===== config.mk =====
export PLATFORM = sky130hd
export DESIGN_NAME = dmc_ctrl
export DESIGN_NICKNAME = d
export VERILOG_FILES = /design/src/sv/dmc_pkg.sv /design/src/sv/dmc_ctrl.sv
export SDC_FILE = /design/constraint.sdc
export NUM_CORES = 1
export LEC_CHECK = 0
export ABC_CLOCK_PERIOD_IN_PS = 1700
export BUFFER_PORTS_ARGS = -buffer_cell sky130_fd_sc_hd__buf_2
export CAP_MARGIN = 30
export CORE_AREA = 2 2 39 41
export DETAILED_ROUTE_END_ITERATION = 10
export DIE_AREA = 0 0 41 43
export PLACE_DENSITY_LB_ADDON = 0.08
export SLEW_MARGIN = 40
export SYNTH_ARGS = -nofsm -noshare
export SYNTH_HDL_FRONTEND = slang
export SYNTH_SLANG_ARGS = --single-unit

===== constraint.sdc =====
create_clock -name clk_i -period 1.7 [get_ports clk_i]
set_clock_uncertainty 0.15 [all_clocks]
set_input_delay 0.17 -clock clk_i [delete_from_list [all_inputs] [get_ports clk_i]]
set_output_delay 0.17 -clock clk_i [all_outputs]
set_load 0.005 [all_outputs]

===== src/sv/dmc_pkg.sv =====
package dmc_pkg;

  localparam int unsigned CFG_W      = 4;
  localparam int unsigned IDX_W      = 10;
  localparam int unsigned COUNT_W    = 32;
  localparam int unsigned OFF_MIN    = 4;
  localparam int unsigned OFF_MAX    = 8;
  localparam int unsigned IDX_MAX    = 10;
  localparam int unsigned RECIP_SH   = 20;

  localparam logic [CFG_W-1:0]   OFF_RESET = 4'd4;
  localparam logic [CFG_W-1:0]   IDX_RESET = 4'd10;
  localparam logic [COUNT_W-1:0] COUNT_MAX = '1;

  typedef enum logic {
    REG_OFFSET_BITS = 1'b0,
    REG_INDEX_BITS  = 1'b1
  } cfg_reg_e;

  typedef struct packed {
    logic load;
    logic quot;
    logic rem;
    logic fix;
    logic read;
    logic finish;
    logic clear;
  } dmc_cmd_t;

  typedef struct packed {
    logic clear_last;
    logic out_free;
  } dmc_status_t;

endpackage


===== src/sv/dmc_ctrl.sv =====
module dmc_ctrl (
  input  logic                 clk_i,
  input  logic                 rst_ni,
  input  logic                 in_valid_i,
  output logic                 in_stall_o,
  input  dmc_pkg::dmc_status_t status_i,
  output dmc_pkg::dmc_cmd_t    cmd_o
);
  import dmc_pkg::*;

  typedef enum logic [6:0] {
    ST_CLEAR = 7'b0000001,
    ST_IDLE  = 7'b0000010,
    ST_QUOT  = 7'b0000100,
    ST_REM   = 7'b0001000,
    ST_FIX   = 7'b0010000,
    ST_READ  = 7'b0100000,
    ST_CHECK = 7'b1000000
  } state_e;

  state_e state_q, state_d;

  always_comb begin
    state_d = state_q;
    cmd_o   = '0;
    case (state_q)
      ST_CLEAR: begin
        cmd_o.clear = 1'b1;
        if (status_i.clear_last) state_d = ST_IDLE;
      end
      ST_IDLE: begin
        if (in_valid_i) begin
          cmd_o.load = 1'b1;
          state_d    = ST_QUOT;
        end
      end
      ST_QUOT: begin
        cmd_o.quot = 1'b1;
        state_d    = ST_REM;
      end
      ST_REM: begin
        cmd_o.rem = 1'b1;
        state_d   = ST_FIX;
      end
      ST_FIX: begin
        cmd_o.fix = 1'b1;
        state_d   = ST_READ;
      end
      ST_READ: begin
        cmd_o.read = 1'b1;
        state_d    = ST_CHECK;
      end
      ST_CHECK: begin
        if (status_i.out_free) begin
          cmd_o.finish = 1'b1;
          state_d      = ST_IDLE;
        end
      end
      default: state_d = ST_CLEAR;
    endcase
  end

  assign in_stall_o = (state_q != ST_IDLE);

  always_ff @(posedge clk_i or negedge rst_ni) begin
    if (!rst_ni) begin
      state_q <= ST_CLEAR;
    end else begin
      state_q <= state_d;
    end
  end

endmodule


Word level (Yosys, flattened, before mapping)
Cells that the tools add are included.
{"block": "totals", "reg_bits": 7, "in_bits": 5, "out_inout_bits": 8, "word_cells": 26}
{"block": "classes", "n_eq_ne": 11, "mux": 13, "reduce_logical": 1}
{"operator": "$pmux 7 s7", "n": 1}
{"operator": "$mux 7", "n": 3}
{"operator": "$mux 1", "n": 9}
{"operator": "$eq 7x1->1 const B", "n": 1}
{"operator": "$eq 7x2->1 const B", "n": 1}
{"operator": "$eq 7x3->1 const B", "n": 1}
{"operator": "$eq 7x4->1 const B", "n": 1}
{"operator": "$eq 7x5->1 const B", "n": 1}
{"operator": "$eq 7x6->1 const B", "n": 1}
{"operator": "$eq 7x7->1 const B", "n": 1}
{"operator": "$ne 7x2->1 const B", "n": 1}
{"operator": "$ne 2x2->1 const B", "n": 3}
{"operator": "$reduce_and 3->1", "n": 1}

Logic depth before layout (Yosys ltp)
{"block": "depth", "ltp_word": 3, "ltp_mapped": 5, "ltp_nobuf": 4}

Worst setup path before layout
No wires, ideal clock.
{"block": "synth_path", "path_kind": "register to register", "startpoint": "register state_q[2]", "endpoint": "register state_q[0]", "setup_time_ns": 0.077, "t_arrival_ns": 1.183, "t_required_ns": 1.473, "slack_ns": 0.290, "path_stages_with_launch": 5, "n_path_buf": 0, "synth_period_minus_slack_ns": 1.410, "cell_sequence": "dfrtp_1 nor4_4 and3_1 a21oi_1 a21o_1"}
{"block": "synth_between", "elab_chain_len": 3, "elab_cells_between_ends": 12, "cone_classes": "eq/ne: 10; mux: 1; reduce/logical: 1"}
{"element": "start: declaration", "line": "dmc_ctrl.sv:21", "rtl": "state_e state_q, state_d;"}
{"element": "start signal: assignment", "line": "dmc_ctrl.sv:69", "rtl": "state_q <= state_d;"}
{"element": "$eq 7x1->1 (tied with other cells)", "line": "dmc_ctrl.sv:26", "rtl": "case (state_q)"}
{"element": "$ne 2x2->1 (no line)"}
{"element": "$reduce_and 3->1 (no line)"}
Parallel ways exist; a longest one is shown, timed or not.
A chain may end at the register's enable or synchronous reset.

==> metrics.yaml <==
critical_path:
  critPathMaxFanout: 7
  arrival_ns: 1.34
  reg2reg_depth: 5
  worstSetupPathType: "register to primary output"
  critPathLaunchType: "register"
  rrSetupSlack_ns: 0.20
  crit_required_ns: 1.38
  cp-end-kind: "primary output"
routing:
  first_pass_iters: 4
  viasPerCell: 5.08
  wl_per_cell_um: 12.8
  drc_errors: 0
  drtAntennaViolNets: 0
  vias: 432
  wirelength_mm: 1.09
  drt_iter0_markers: 9
timing:
  relSlewSlack_pct: 83.9
  fin_crit_sh_pct: 97.6
  worstMarginPinSlew_ns: 0.239
  setup_viol: 0
  clock.fmax_ghz: 0.603
  finalHoldViolations: 0
  grt_setup_unrepaired: "yes"
  slew_viol_final: 0
  layout_min_cycle_time_ns: 1.66
synth:
  synth_common_cells: "9 x nor2_1, 6 x dfrtp_1, 6 x nor3_1, 4 x and3_1"
  synth_area_leaders: "dfrtp_1 34%, nor2_1 7.7%, and4b_1 6.8%"
  ys_async_sr_fraction_pct: 100
  ys_ff_latch: 7
  synth_area_um2: 439
  yosysTopAreaCellShare_pct: 34.2
  synth_area_leader_cell: "dfrtp_1"
  synth_cells: 48
  synth_area_per_cell_um2: 9.15
  ys_warn_count: 0
  synth_nets: 53
  yosysSeqAreaShare_pct: 40.2
  synth.distinct_cells: 21
  ys.flop_type: "dfrtp_1"
  synth-edff-count: 0
  yosys.cell_count.top_type: "nor2_1"
die:
  rows: 14
  start_util_pct: 31.7
  core-area_um2: 1380
  fp.dieW_um: 41
  die_area_um2: 1760
  die_height_um: 43
  io_pins: 13
layout:
  fin_area_um2: 619
  regMostFlops: "state_q"
  finalNonFillerCells: 85
  largest_reg_flops: 7
  antennaDiodeCount: 0
  top_regs: "state_q (7)"
  drive_gt1_share_pct: 47.8
  nNetsFinal: 75
  area_growth_pct: 41.0
  fin_util_pct: 44.8
cts:
  cts_buffers: 3
  cts.clk_slew.worst_paths_ns: 0.05
  root_buffer: "clkbuf_4"
  h-tree-depth: 1
  cts_tree: "built"
  clock_path_buffers: 2
  clk-insertion-delay-late_ns: 0.24
  cts_sinks: 7
global_route:
  grt_max_degree: 9
  grt_pass1_vias: 412
  globalRouteTotalUtil_pct: 15.6
  grt_overflow: 0
  grt_pass1_wl_mm: 1.83
  antenna_found_initial: 0
place:
  dpl.cell_count: 75
  dp.final_hpwl_um: 789
  portBuffers: 12
  place_area_um2: 515
  gp_congestion: 0.644
power:
  p_leak_nw: 0.326
  powerDensity_nw_per_um2: 1260
  peakVddDrop_uv: 930
status:
  outcome: "finished clean"
worst_hold_path:
  whs_path_depth: 3
  hold_path.class: "input port to register"
run:
  maxCapViolations: 0
-- final cells by class --
class / instances / area [µm²]
inverter: 3 / 11.3
fill: 152 / 764
tap: 16 / 20.0
timing repair buffer: 19 / 115
clock buffer: 4 / 26.3
sequential: 7 / 183
multi-input combinational: 36 / 264
-- worst max-delay path, cell delays in order, from the launching register on --
cell,delay (ns)
dfrtp_2,0.44
nor3_4,0.21
nand4b_1,0.20
nor2_1,0.12
buf_2,0.12
-- timing repair --
action / 4_1_cts / 5_1_grt
setup buffers: 2 / 3
hold buffers: 1 / 0
gates cloned: 0 / 0
pin swaps: 2 / 2
endpoints found under the setup margin: 4 / 8
gates resized for setup: 3 / 7
endpoints found under the hold margin: 7 / 0
-- cells by family (layout without fill, tap and decap cells) --
family | Yosys count | after routing | share of synthesized area (%)
buffers and inverters | 5 | 26 | 5.13
DFF | 7 | 7 | 40.2
and+or+nand+nor | 30 | 30 | 44.4
xor gates and xnor gates | 1 | 1 | 1.99
AOI/OAI and AO/OA | 5 | 5 | 8.26
-- placed cells by master, fill, tap and decap left out, drive strengths merged --
cell / n
nor2b: 1
o21ai: 1
dfstp: 1
nor3: 7
or2: 1
nand4b: 3
xnor2: 1
and3: 4
dlygate4sd3: 1
nor2: 9
o211a: 1
and4b: 3
clkbuf: 4
dfrtp: 6
and2: 1
a22o: 1
a21o: 1
inv: 3
buf: 18
nor4: 1
a21oi: 1
-- final timing paths --
check                                             from                endpoint
worst max-delay path            state_q[5]$_DFFE_PN0P_                cmd_o[6]
worst min-delay path                        in_valid_i  state_q[2]$_DFFE_PN0P_
worst max register to register  state_q[0]$_DFFE_PN1P_  state_q[6]$_DFFE_PN0P_
worst min register to register  state_q[4]$_DFFE_PN0P_  state_q[5]$_DFFE_PN0P_
max in group asynchronous                       rst_ni  state_q[0]$_DFFE_PN1P_
min in group asynchronous                       rst_ni  state_q[3]$_DFFE_PN0P_
-- metrics by stage --
stage          TNS (ns)  worst slack [ns]  power, mW  hold WS [ns]
6_report              0            0.0408      0.783        0.0239
5_1_grt         -0.0845           -0.0323      0.844        0.0362
4_1_cts               0           0.00320      0.734        0.0173
3_5_place_dp          0             0.196      0.556        -0.142
3_3_place_gp          0             0.187      0.565        -0.146
2_1_floorplan         0             0.290      0.470        -0.276
-- report_power, final --
group,total [mW],switching (mW),internal [mW]
Clock,0.143,0.0536,0.0891
Sequential,0.292,0.0786,0.213
Combinational,0.348,0.148,0.200
Total,0.783,0.281,0.502
-- per-layer routing --
metal | GRT usage (%) | share of wire (%) | up-vias
met1 | 19.5 | 44 | 201
met5 | 0 | 0 | -
met3 | 4.71 | 4.3 | 2
li1 | - | - | 214
met2 | 24.1 | 50 | 15
met4 | 6.00 | 1.1 | 0
No activity file was read; power rests on OpenSTA's default activity.
